$ cat src/rtl/core/qsu_pkg.sv
// shared types, codes and helper functions for the quoted string unescaper
package qsu_pkg;

    localparam int CHAR_W     = 8;
    localparam int KIND_W     = 2;
    localparam int CODE_W     = 16;
    localparam int DIGIT_W    = 3;
    localparam int MAX_RES    = 3;
    localparam int FIFO_DEPTH = 2;

    localparam logic [KIND_W-1:0] KIND_BYTE  = 2'd0;
    localparam logic [KIND_W-1:0] KIND_CLOSE = 2'd1;
    localparam logic [KIND_W-1:0] KIND_ERR   = 2'd2;

    localparam logic [CODE_W-1:0] MAX_ONE_BYTE = 16'h007F;
    localparam logic [CODE_W-1:0] MAX_TWO_BYTE = 16'h07FF;
    localparam logic [CODE_W-1:0] MASK_TWO_HI  = 16'h07C0;
    localparam logic [CODE_W-1:0] MASK_THR_HI  = 16'hF000;
    localparam logic [CODE_W-1:0] MASK_THR_MID = 16'h0FC0;
    localparam logic [CODE_W-1:0] MASK_LOW     = 16'h003F;
    localparam logic [CHAR_W-1:0] LEAD_TWO     = 8'hC0;
    localparam logic [CHAR_W-1:0] LEAD_THREE   = 8'hE0;
    localparam logic [CHAR_W-1:0] CONT_BYTE    = 8'h80;

    localparam logic [CHAR_W-1:0] CH_DQUOTE = 8'h22;
    localparam logic [CHAR_W-1:0] CH_SQUOTE = 8'h27;
    localparam logic [CHAR_W-1:0] CH_BSLASH = 8'h5C;

    typedef enum logic [2:0] {
        PH_IDLE = 3'd0,
        PH_STR  = 3'd1,
        PH_ESC  = 3'd2,
        PH_HEX  = 3'd3,
        PH_OCT  = 3'd4
    } phase_t;

    typedef struct packed {
        logic [KIND_W-1:0] kind;
        logic [CHAR_W-1:0] data;
    } entry_t;

    // up to three results caused by one input word, entry 0 first
    typedef struct packed {
        logic [1:0]                cnt;
        entry_t [MAX_RES-1:0]      ent;
    } bundle_t;

    typedef struct packed {
        logic    push;
        bundle_t data;
    } q_wr_t;

    typedef struct packed {
        logic    valid;
        bundle_t data;
    } q_rd_t;

    function automatic bundle_t push_res(input bundle_t b, input logic [KIND_W-1:0] k,
                                         input logic [CHAR_W-1:0] d);
        bundle_t r;
        r = b;
        if (r.cnt != 2'd3)
        begin
            r.ent[r.cnt].kind = k;
            r.ent[r.cnt].data = d;
            r.cnt = r.cnt + 2'd1;
        end
        return r;
    endfunction

    function automatic bundle_t put_utf8(input bundle_t b, input logic [CODE_W-1:0] cp);
        bundle_t r;
        r = b;
        if (cp <= MAX_ONE_BYTE)
        begin
            r = push_res(r, KIND_BYTE, cp[CHAR_W-1:0]);
        end
        else if (cp <= MAX_TWO_BYTE)
        begin
            r = push_res(r, KIND_BYTE, LEAD_TWO + CHAR_W'((cp & MASK_TWO_HI) >> 6));
            r = push_res(r, KIND_BYTE, CONT_BYTE + CHAR_W'(cp & MASK_LOW));
        end
        else
        begin
            r = push_res(r, KIND_BYTE, LEAD_THREE + CHAR_W'((cp & MASK_THR_HI) >> 12));
            r = push_res(r, KIND_BYTE, CONT_BYTE + CHAR_W'((cp & MASK_THR_MID) >> 6));
            r = push_res(r, KIND_BYTE, CONT_BYTE + CHAR_W'(cp & MASK_LOW));
        end
        return r;
    endfunction

    // bit 4 set when the character is not a hex digit
    function automatic logic [4:0] hex_val(input logic [CHAR_W-1:0] c);
        logic [4:0] v;
        v = 5'h10;
        if (c inside {["0":"9"]})
        begin
            v = {1'b0, 4'(c - "0")};
        end
        else if (c inside {["a":"f"]})
        begin
            v = {1'b0, 4'(c - "a" + 8'd10)};
        end
        else if (c inside {["A":"F"]})
        begin
            v = {1'b0, 4'(c - "A" + 8'd10)};
        end
        return v;
    endfunction

endpackage

$ cat src/rtl/core/qsu_char_if.sv
// input channel: one character or end-of-buffer word per handshake
interface qsu_char_if;
    logic                         valid;
    logic                         ready;
    logic                         func;
    logic [qsu_pkg::CHAR_W-1:0]   in_char;

    modport source (output valid, output func, output in_char, input ready);
    modport sink   (input valid, input func, input in_char, output ready);
endinterface

$ cat src/rtl/core/qsu_result_if.sv
// output channel: one decoded byte, close or error word per handshake
interface qsu_result_if;
    logic                         valid;
    logic                         ready;
    logic [qsu_pkg::KIND_W-1:0]   out_kind;
    logic [qsu_pkg::CHAR_W-1:0]   out_byte;
    logic                         last;

    modport source (output valid, output out_kind, output out_byte, output last, input ready);
    modport sink   (input valid, input out_kind, input out_byte, input last, output ready);
endinterface

$ cat src/rtl/core/qsu_front.sv
// front end: parser state, escape decoding and result bundle building
module qsu_front (
    input  logic                  clk,
    input  logic                  rst_n,
    qsu_char_if.sink              chars,
    input  logic                  full,
    output qsu_pkg::q_wr_t        wr
);

    qsu_pkg::phase_t                   phase_reg, phase_next;
    logic                              single_reg, single_next;
    logic [qsu_pkg::DIGIT_W-1:0]       digits_reg, digits_next;
    logic [qsu_pkg::CODE_W-1:0]        acc_reg, acc_next;
    qsu_pkg::bundle_t                  bundle;
    logic                              str_mode;
    logic                              accept;
    logic [qsu_pkg::CHAR_W-1:0]        c;
    logic [qsu_pkg::CHAR_W-1:0]        open_q;
    logic [4:0]                        hv;

    assign chars.ready = !full;
    assign accept      = chars.valid && chars.ready;
    assign c           = chars.in_char;
    assign open_q      = single_reg ? qsu_pkg::CH_SQUOTE : qsu_pkg::CH_DQUOTE;
    assign hv          = qsu_pkg::hex_val(c);

    always_comb
    begin
        phase_next  = phase_reg;
        single_next = single_reg;
        digits_next = digits_reg;
        acc_next    = acc_reg;
        bundle      = '0;
        str_mode    = 1'b0;
        if (chars.func)
        begin
            if (phase_reg == qsu_pkg::PH_STR || phase_reg == qsu_pkg::PH_ESC ||
                phase_reg == qsu_pkg::PH_HEX || phase_reg == qsu_pkg::PH_OCT)
            begin
                if (phase_reg == qsu_pkg::PH_OCT)
                begin
                    bundle = qsu_pkg::put_utf8(bundle, acc_reg);
                end
                bundle = qsu_pkg::push_res(bundle, qsu_pkg::KIND_ERR, '0);
            end
            phase_next  = qsu_pkg::PH_IDLE;
            digits_next = '0;
            acc_next    = '0;
        end
        else
        begin
            case (phase_reg)
                qsu_pkg::PH_STR:
                begin
                    str_mode = 1'b1;
                end
                qsu_pkg::PH_ESC:
                begin
                    phase_next = qsu_pkg::PH_STR;
                    case (c)
                        "x", "u":
                        begin
                            digits_next = (c == "x") ? 3'd2 : 3'd4;
                            acc_next    = '0;
                            phase_next  = qsu_pkg::PH_HEX;
                        end
                        "0", "1", "2", "3", "4", "5", "6", "7":
                        begin
                            acc_next    = {13'd0, c[2:0]};
                            digits_next = 3'd2;
                            phase_next  = qsu_pkg::PH_OCT;
                        end
                        qsu_pkg::CH_DQUOTE, qsu_pkg::CH_SQUOTE:
                        begin
                            if (c != open_q)
                            begin
                                bundle = qsu_pkg::push_res(bundle, qsu_pkg::KIND_BYTE,
                                                           qsu_pkg::CH_BSLASH);
                            end
                            bundle = qsu_pkg::push_res(bundle, qsu_pkg::KIND_BYTE, c);
                        end
                        "/":
                            bundle = qsu_pkg::push_res(bundle, qsu_pkg::KIND_BYTE, "/");
                        qsu_pkg::CH_BSLASH:
                            bundle = qsu_pkg::push_res(bundle, qsu_pkg::KIND_BYTE,
                                                       qsu_pkg::CH_BSLASH);
                        "b":
                            bundle = qsu_pkg::push_res(bundle, qsu_pkg::KIND_BYTE, 8'h08);
                        "f":
                            bundle = qsu_pkg::push_res(bundle, qsu_pkg::KIND_BYTE, 8'h0C);
                        "r":
                            bundle = qsu_pkg::push_res(bundle, qsu_pkg::KIND_BYTE, 8'h0D);
                        "n":
                            bundle = qsu_pkg::push_res(bundle, qsu_pkg::KIND_BYTE, 8'h0A);
                        "t":
                            bundle = qsu_pkg::push_res(bundle, qsu_pkg::KIND_BYTE, 8'h09);
                        "v":
                            bundle = qsu_pkg::push_res(bundle, qsu_pkg::KIND_BYTE, 8'h0B);
                        "a":
                            bundle = qsu_pkg::push_res(bundle, qsu_pkg::KIND_BYTE, 8'h07);
                        default:
                        begin
                            bundle = qsu_pkg::push_res(bundle, qsu_pkg::KIND_BYTE,
                                                       qsu_pkg::CH_BSLASH);
                            bundle = qsu_pkg::push_res(bundle, qsu_pkg::KIND_BYTE, c);
                        end
                    endcase
                end
                qsu_pkg::PH_HEX:
                begin
                    if (hv[4])
                    begin
                        bundle      = qsu_pkg::push_res(bundle, qsu_pkg::KIND_ERR, '0);
                        phase_next  = qsu_pkg::PH_IDLE;
                        digits_next = '0;
                        acc_next    = '0;
                    end
                    else
                    begin
                        acc_next    = {acc_reg[11:0], hv[3:0]};
                        digits_next = digits_reg - 3'd1;
                        if (digits_next == '0)
                        begin
                            bundle     = qsu_pkg::put_utf8(bundle, acc_next);
                            phase_next = qsu_pkg::PH_STR;
                        end
                    end
                end
                qsu_pkg::PH_OCT:
                begin
                    if (c inside {["0":"7"]} && digits_reg != '0)
                    begin
                        acc_next    = {acc_reg[12:0], c[2:0]};
                        digits_next = digits_reg - 3'd1;
                        if (digits_next == '0)
                        begin
                            bundle     = qsu_pkg::put_utf8(bundle, acc_next);
                            phase_next = qsu_pkg::PH_STR;
                        end
                    end
                    else
                    begin
                        // short octal: flush value, then treat char as plain string char
                        bundle      = qsu_pkg::put_utf8(bundle, acc_reg);
                        digits_next = '0;
                        phase_next  = qsu_pkg::PH_STR;
                        str_mode    = 1'b1;
                    end
                end
                default:
                begin
                    phase_next = qsu_pkg::PH_IDLE;
                    if (c == qsu_pkg::CH_DQUOTE || c == qsu_pkg::CH_SQUOTE)
                    begin
                        single_next = (c == qsu_pkg::CH_SQUOTE);
                        phase_next  = qsu_pkg::PH_STR;
                    end
                end
            endcase

            if (str_mode)
            begin
                if (c == open_q)
                begin
                    bundle     = qsu_pkg::push_res(bundle, qsu_pkg::KIND_CLOSE, '0);
                    phase_next = qsu_pkg::PH_IDLE;
                end
                else if (c == qsu_pkg::CH_BSLASH)
                begin
                    phase_next = qsu_pkg::PH_ESC;
                end
                else
                begin
                    bundle = qsu_pkg::push_res(bundle, qsu_pkg::KIND_BYTE, c);
                end
            end
        end
    end

    assign wr.push = accept && (bundle.cnt != 2'd0);
    assign wr.data = bundle;

    always_ff @(posedge clk or negedge rst_n)
    begin
        if (!rst_n)
        begin
            phase_reg  <= qsu_pkg::PH_IDLE;
            single_reg <= 1'b0;
            digits_reg <= '0;
            acc_reg    <= '0;
        end
        else if (accept)
        begin
            phase_reg  <= phase_next;
            single_reg <= single_next;
            digits_reg <= digits_next;
            acc_reg    <= acc_next;
        end
    end

endmodule

$ cat src/rtl/core/qsu_fifo.sv
// short queue of result bundles between front and back end
module qsu_fifo #(
    parameter int DEPTH = qsu_pkg::FIFO_DEPTH
) (
    input  logic                  clk,
    input  logic                  rst_n,
    input  qsu_pkg::q_wr_t        wr,
    output logic                  full,
    input  logic                  pop,
    output qsu_pkg::q_rd_t        rd
);

    localparam int PTR_W = (DEPTH > 1) ? $clog2(DEPTH) : 1;
    localparam int CNT_W = $clog2(DEPTH + 1);

    qsu_pkg::bundle_t    mem_reg [DEPTH];
    logic [PTR_W-1:0]    wr_ptr_reg, wr_ptr_next;
    logic [PTR_W-1:0]    rd_ptr_reg, rd_ptr_next;
    logic [CNT_W-1:0]    cnt_reg, cnt_next;
    logic                do_push, do_pop;

    assign full     = (cnt_reg == CNT_W'(DEPTH));
    assign do_push  = wr.push && !full;
    assign do_pop   = pop && (cnt_reg != '0);
    assign rd.valid = (cnt_reg != '0);
    assign rd.data  = mem_reg[rd_ptr_reg];

    always_comb
    begin
        wr_ptr_next = wr_ptr_reg;
        rd_ptr_next = rd_ptr_reg;
        cnt_next    = cnt_reg;
        if (do_push)
        begin
            wr_ptr_next = (wr_ptr_reg == PTR_W'(DEPTH - 1)) ? '0 : wr_ptr_reg + 1'b1;
        end
        if (do_pop)
        begin
            rd_ptr_next = (rd_ptr_reg == PTR_W'(DEPTH - 1)) ? '0 : rd_ptr_reg + 1'b1;
        end
        if (do_push && !do_pop)
        begin
            cnt_next = cnt_reg + 1'b1;
        end
        else if (do_pop && !do_push)
        begin
            cnt_next = cnt_reg - 1'b1;
        end
    end

    always_ff @(posedge clk)
    begin
        if (do_push)
        begin
            mem_reg[wr_ptr_reg] <= wr.data;
        end
    end

    always_ff @(posedge clk or negedge rst_n)
    begin
        if (!rst_n)
        begin
            wr_ptr_reg <= '0;
            rd_ptr_reg <= '0;
            cnt_reg    <= '0;
        end
        else
        begin
            wr_ptr_reg <= wr_ptr_next;
            rd_ptr_reg <= rd_ptr_next;
            cnt_reg    <= cnt_next;
        end
    end

endmodule

$ cat src/rtl/core/qsu_back.sv
// back end: unpacks bundles into single result words through an output register
module qsu_back (
    input  logic                  clk,
    input  logic                  rst_n,
    input  qsu_pkg::q_rd_t        rd,
    output logic                  pop,
    qsu_result_if.source          results
);

    qsu_pkg::bundle_t               work_reg;
    logic [1:0]                     idx_reg;
    logic                           busy_reg;
    logic                           out_valid_reg;
    logic [qsu_pkg::KIND_W-1:0]     out_kind_reg;
    logic [qsu_pkg::CHAR_W-1:0]     out_data_reg;
    logic                           out_last_reg;
    logic                           load;
    qsu_pkg::entry_t                sel;
    logic                           sel_last;
    logic [1:0]                     idx_inc;

    assign load    = !out_valid_reg || results.ready;
    assign idx_inc = idx_reg + 2'd1;

    always_comb
    begin
        pop      = 1'b0;
        sel      = rd.data.ent[0];
        sel_last = (rd.data.cnt == 2'd1);
        if (busy_reg)
        begin
            sel      = work_reg.ent[idx_reg];
            sel_last = (idx_inc == work_reg.cnt);
        end
        else if (load && rd.valid)
        begin
            pop = 1'b1;
        end
    end

    always_ff @(posedge clk)
    begin
        if (load && !busy_reg && rd.valid)
        begin
            work_reg <= rd.data;
        end
        if (load)
        begin
            out_kind_reg <= sel.kind;
            out_data_reg <= sel.data;
            out_last_reg <= sel_last;
        end
    end

    always_ff @(posedge clk or negedge rst_n)
    begin
        if (!rst_n)
        begin
            out_valid_reg <= 1'b0;
            busy_reg      <= 1'b0;
            idx_reg       <= '0;
        end
        else if (load)
        begin
            out_valid_reg <= busy_reg || rd.valid;
            if (busy_reg)
            begin
                idx_reg <= idx_inc;
                if (sel_last)
                begin
                    busy_reg <= 1'b0;
                end
            end
            else if (rd.valid)
            begin
                idx_reg  <= 2'd1;
                busy_reg <= !sel_last;
            end
        end
    end

    assign results.valid    = out_valid_reg;
    assign results.out_kind = out_kind_reg;
    assign results.out_byte = out_data_reg;
    assign results.last     = out_last_reg;

endmodule

$ cat src/rtl/core/quoted_string_unescape_utf8_unit.sv
// top level of the quoted string unescaper with utf-8 output
// usage:
//   chars carries one word per handshake: a character (func 0) or end of buffer
//   (func 1). results carries decoded bytes, string-closed marks and errors,
//   with last set on the final result word caused by each input word.
//   a word is accepted while the bundle queue between front and back has room;
//   the front decodes it in the accept cycle and queues its results as one bundle
//   (words that cause no result queue nothing).
//   with the back idle, a result passes through the queue (written at the accept
//   edge) and then the output register before it shows on results.valid.
//   throughput: one input word per cycle while each word yields at most one
//   result and the receiver takes every result; a word that yields several
//   results (up to three) holds the output until all of them are sent, and the
//   queue depth of FIFO_DEPTH bundles sets how far the front can run ahead of
//   the back.
//   when the receiver stalls, the output register holds its word and the queue
//   fills, after which chars.ready drops until room frees up.
//   reset clears the parser to idle, empties the queue and drops results.valid.
module quoted_string_unescape_utf8_unit #(
    parameter int FIFO_DEPTH = qsu_pkg::FIFO_DEPTH
) (
    input  logic                  clk,
    input  logic                  rst_n,
    qsu_char_if.sink              chars,
    qsu_result_if.source          results
);

    qsu_pkg::q_wr_t    wr;
    qsu_pkg::q_rd_t    rd;
    logic              full;
    logic              pop;

    qsu_front u_front (
        .clk   (clk),
        .rst_n (rst_n),
        .chars (chars),
        .full  (full),
        .wr    (wr)
    );

    qsu_fifo #(
        .DEPTH (FIFO_DEPTH)
    ) u_fifo (
        .clk   (clk),
        .rst_n (rst_n),
        .wr    (wr),
        .full  (full),
        .pop   (pop),
        .rd    (rd)
    );

    qsu_back u_back (
        .clk     (clk),
        .rst_n   (rst_n),
        .rd      (rd),
        .pop     (pop),
        .results (results)
    );

endmodule
$ cat src/flat_wrapper.sv
// flat-port wrapper written by rule: the top's interface ports become plain ports
module quoted_string_unescape_utf8_unit_flat 
#(
    parameter int FIFO_DEPTH = qsu_pkg::FIFO_DEPTH
)
  (clk, rst_n, chars_valid, chars_func, chars_in_char, chars_ready, results_valid, results_out_kind, results_out_byte, results_last, results_ready);
  qsu_char_if chars_i ();
  qsu_result_if results_i ();
  input  logic clk;
  input  logic rst_n;
  input wire logic [$bits(chars_i.valid)-1:0] chars_valid;
  input wire logic [$bits(chars_i.func)-1:0] chars_func;
  input wire logic [$bits(chars_i.in_char)-1:0] chars_in_char;
  output wire logic [$bits(chars_i.ready)-1:0] chars_ready;
  output wire logic [$bits(results_i.valid)-1:0] results_valid;
  output wire logic [$bits(results_i.out_kind)-1:0] results_out_kind;
  output wire logic [$bits(results_i.out_byte)-1:0] results_out_byte;
  output wire logic [$bits(results_i.last)-1:0] results_last;
  input wire logic [$bits(results_i.ready)-1:0] results_ready;
  assign chars_i.valid = chars_valid;
  assign chars_i.func = chars_func;
  assign chars_i.in_char = chars_in_char;
  assign chars_ready = chars_i.ready;
  assign results_valid = results_i.valid;
  assign results_out_kind = results_i.out_kind;
  assign results_out_byte = results_i.out_byte;
  assign results_last = results_i.last;
  assign results_i.ready = results_ready;
  quoted_string_unescape_utf8_unit #(.FIFO_DEPTH(FIFO_DEPTH)) u_core (.clk(clk), .rst_n(rst_n), .chars(chars_i), .results(results_i));
endmodule
$ cat config.mk
export PLATFORM = sky130hd
export DESIGN_NAME = quoted_string_unescape_utf8_unit_flat
export DESIGN_NICKNAME = d
export VERILOG_FILES = /design/src/rtl/core/qsu_pkg.sv /design/src/rtl/core/qsu_char_if.sv /design/src/rtl/core/qsu_result_if.sv /design/src/rtl/core/qsu_front.sv /design/src/rtl/core/qsu_fifo.sv /design/src/rtl/core/qsu_back.sv /design/src/rtl/core/quoted_string_unescape_utf8_unit.sv /design/src/flat_wrapper.sv
export SDC_FILE = /design/constraint.sdc
export NUM_CORES = 1
export LEC_CHECK = 0
export BUFFER_PORTS_ARGS = -buffer_cell sky130_fd_sc_hd__buf_2
export CORE_MARGIN = 8
export CORE_UTILIZATION = 40
export CTS_CLUSTER_DIAMETER = 120
export DETAILED_ROUTE_END_ITERATION = 6
export PLACE_DENSITY_LB_ADDON = 0.3
export SYNTH_ARGS = -nofsm -noshare
export SYNTH_HDL_FRONTEND = slang
export SYNTH_SLANG_ARGS = --single-unit
$ cat constraint.sdc
create_clock -name clk -period 4.5 [get_ports clk]
set_clock_uncertainty 0.05 [all_clocks]
set_input_delay 0.675 -clock clk [delete_from_list [all_inputs] [get_ports clk]]
set_output_delay 0.675 -clock clk [all_outputs]
set_load 0.1 [all_outputs]
==> results.txt <==
----------------------------------------------------
[Critical path]
  Crit path arrival time ... 3.93 ns
  Worst Path Required ... 4.55 ns
  Crit-path cells ... or4_1 -> nor3_2 -> o32ai_1 -> a211o_1 -> a211oi_4 -> or3_1 -> o2bb2ai_1 -> nor2b_2 -> buf_12
  Delay of the slowest cell on the worst path ... 0.61 ns
  Worst setup path category ... flop to flop
  Sort of element at the end of the critical path ... flop
  R2R cell count ... 9
  Worst setup SP type ... flop
  Critical-path cell with the highest stage delay ... or4_1
  Biggest fanout along the worst timing path ... 32

[Power and ir drop]
  Total power density per cell area ... 439 nW/µm²
  IR drop worst, VDD ... 0.000252 V
  Post-layout total power ... 4.08 mW
  Internal power ... 2.68 mW
  Portion of total power attributed to combinational logic ... 26.6%
  Static Leak ... 3.31 nW
  Switching portion of total power ... 34.3%
  Net switching power ... 1.40 mW
  Sequential power share ... 39.6%
  Clock Power Share ... 33.8%

[Floorplan]
  Starting Density ... 40.5%
  Core box area ... 20100 µm²
  I/O pins ... 26
  Die W ... 159 µm
  Die footprint ... 25200 µm²
  Number of placement rows ... 52
  Vert. Die Dim ... 159 µm

[CTS]
  Number of sinks on the clock net ... 138
  Clock buffer count from CTS ... 17
  CTS tree ... built
  H-tree levels ... 4
  Register clock-pin slew on the reported worst setup and hold paths ... 0.06 ns
  Number of buffers added for setup after CTS ... 0
  Hold-fix buffers, CTS ... 0
  Resize count post-CTS ... 0
  Master cell of the clock root buffer ... clkbuf_16
  Clock Tree Buf Depth ... 2
  Later-pin clock latency in the skew report ... 0.42 ns

[Detailed routing]
  Pre-antenna DRT Iters ... 5
  Vias per inst ... 6.21
  Initial DRC Count ... 683
  Remaining DRCs ... 0
  Aggregate routed wire length ... 25200 µm
  ANT nets after route ... 0
  DR vias ... 6912
  Detailed-route wire length per cell ... 22.6 µm

[Synthesis]
  Async S/R FF share, synth ... 22.5%
  Average footprint of a synthesized cell ... 10.1 µm²
  Seq/Total Area, Yosys ... 49.0%
  Number of distinct library cells after synthesis ... 82
  Register bit count reported by yosys ... 138
  Top flip-flop cell by instance count after synthesis ... edfxtp_1
  YS warnings ... 0
  Count of flip-flops with a built-in enable after synthesis ... 107
  Synthesized net count ... 826
  Mapped Area ... 8130 µm²
  Leading cell types by total area after synthesis ... edfxtp_1 40%, dfrtp_1 9.5%, a21oi_1 4.9%
  Share of Yosys cell area claimed by the top area cell type ... 39.5%
  Gate count after technology mapping ... 805
  Library cell with the largest summed area after synthesis ... edfxtp_1

[Finish]
  Number of fillers in the final layout ... 1860
  Finished Core Util ... 46.2%
  Combined area of the multi-input logic cells ... 3840 µm²
  Number of nets in the layout ... 851
  Fraction of final layout cells with drive strength greater than 1 ... 19.0%
  Layout overhead on the synthesized area ... 14.2%
  Reg area ... 3990 µm²
  Diodes inserted ... 0
  Max reg flops ... 64

[STA]
  Final worst-path cycle share ... 86.2%
  Time the worst path needs with I/O delays and setup ... 3.88 ns
  Measured slew at the worst slew-check pin ... 0.841 ns
  Top achievable clock speed ... 258 MHz
  Number of pins with negative max-slew slack in the final report ... 0
  Worst slew margin ... 43.9%
  Setup TNS ... 0 ns
  RSZ-0062 raised after global routing ... false
  Final hold violation count ... 0
  Final Setup Violations ... 0

[Global routing]
  Maximum number of pins on one net before global-route repair ... 35
  Total congestion overflow ... 0
  Met3 track demand over resource ... 4.42%
  Global-route usage over all layers ... 20.5%
  Busiest layer in global routing ... met2
  Antenna violations before repair ... 0
  Met2 GRT Util ... 31.7%
  Number of global-route vias before repair ... 6621
  Global-route wire length before repair ... 39000 µm
  Global-route met1 utilization ... 26.9%

[Place]
  DP Wirelength ... 18100 µm
  Number of port buffers ... 25
  Weighted congestion reported at the end of routability-driven placement ... 1.00

[Run status]
  Outcome ... completed

[Run]
  Number of max-cap violations ... 0

[Min path]
  Hold Path Class ... input port to asynchronous set/reset pin

----------------------------------------------------
cell families (layout without fill, tap and decap cells):
logic type      Yosys count  count (layout)  share of synthesized area, %
buf+inv                  79             117                          3.89
xor+xnor                  9               9                         0.969
fa+ha+maj                 8               8                          1.23
simple gates            241             241                          15.0
compound gates          287             287                          24.1
mux                      43              43                          5.80
flops                   138             138                          49.0
routing by layer:
metal | vias to the layer above | wire length (µm)
met5 | - | 0
met4 | 0 | 915
met3 | 69 | 1950
met2 | 349 | 11500
met1 | 3364 | 10800
li1 | 3130 | -
critical path: cells and delay by family (launching register included):
| kind | cells | cell delay [ns] |
|---|---|---|
| AND/OR/NAND/NOR | 4 | 1.63 |
| buffers and inverters | 1 | 0.22 |
| flip-flops | 1 | 0.45 |
| AO/OA/AOI/OAI | 4 | 1.19 |
worst paths after layout:
| check | start | slack (ns) | end |
|---|---|---|---|
| worst max-delay path | u_core.u_front.acc_reg[12] | 0.62 | u_core.u_fifo.mem_reg[0][5] |
| worst min-delay path | rst_n | 0.29 | u_core.u_back.results.valid |
| worst max register to register | u_core.u_front.acc_reg[12] | 0.62 | u_core.u_fifo.mem_reg[0][5] |
| worst min register to register | u_core.u_fifo.wr_ptr_reg | 0.46 | u_core.u_fifo.wr_ptr_reg |
| max in group asynchronous | rst_n | 3.56 | u_core.u_front.acc_reg[6] |
| min in group clk | u_core.u_fifo.wr_ptr_reg | 0.46 | u_core.u_fifo.wr_ptr_reg |
placed cells by master, fill, tap and decap left out, types with 8 or more instances in the layout:
| master | count |
|---|---|
| nand2b_1 | 11 |
| mux2i_1 | 10 |
| buf_4 | 42 |
| nor3_1 | 21 |
| mux2_2 | 33 |
| ha_1 | 8 |
| nand2_1 | 46 |
| nor2_1 | 78 |
| a21o_1 | 11 |
| o22ai_1 | 14 |
| o2bb2ai_1 | 18 |
| clkbuf_16 | 20 |
| edfxtp_1 | 107 |
| a22oi_1 | 24 |
| buf_2 | 25 |
| and2_1 | 9 |
| dfrtp_1 | 31 |
| and3_1 | 8 |
| a31oi_1 | 15 |
| nand3_1 | 18 |
| inv_1 | 15 |
| a21oi_1 | 80 |
| or3_1 | 9 |
| o21ai_0 | 47 |
final cells by class:
cell class / instances / area share (%)
Tap cell: 270 / 3.64
Inverter: 16 / 0.646
Timing Repair Buffer: 69 / 5.17
Clock buffer: 22 / 5.47
Sequential cell: 138 / 42.9
Clock inverter: 10 / 0.808
Multi-Input combinational cell: 588 / 41.3
Yosys cell counts, types with 11 or more instances:
cell,count
mux2_2,33
a21oi_1,80
nor3_1,22
a31oi_1,15
nand2b_1,11
o21ai_0,47
edfxtp_1,107
a21o_1,11
nand2_1,46
o22ai_1,14
nand3_1,18
clkbuf_1,52
a22oi_1,24
dfrtp_1,31
o2bb2ai_1,18
nor2_1,78
inv_1,15
power by group through the flow:
stage | registers (mW) | logic, mW | clock network (mW)
floorplan | 1.93 | 0.577 | 0
global placement | 1.64 | 1.08 | 0
detailed placement | 1.64 | 1.09 | 0
CTS | 1.62 | 1.10 | 1.40
global route | 1.63 | 1.16 | 1.46
finish | 1.61 | 1.09 | 1.38
stage by stage:
stage / worst slack, ns / hold slack (ns) / area [µm²] / std cells
floorplan: 0.140 / 0.329 / 8140 / 805
global placement: 0.429 / 0.449 / 8710 / 1081
detailed placement: 0.370 / 0.453 / 8710 / 1081
CTS: 0.664 / 0.306 / 9290 / 1113
global route: 0.488 / 0.351 / 9290 / 1113
finish: 0.622 / 0.286 / 9290 / 1113
(Power assumes the default switching activity.)
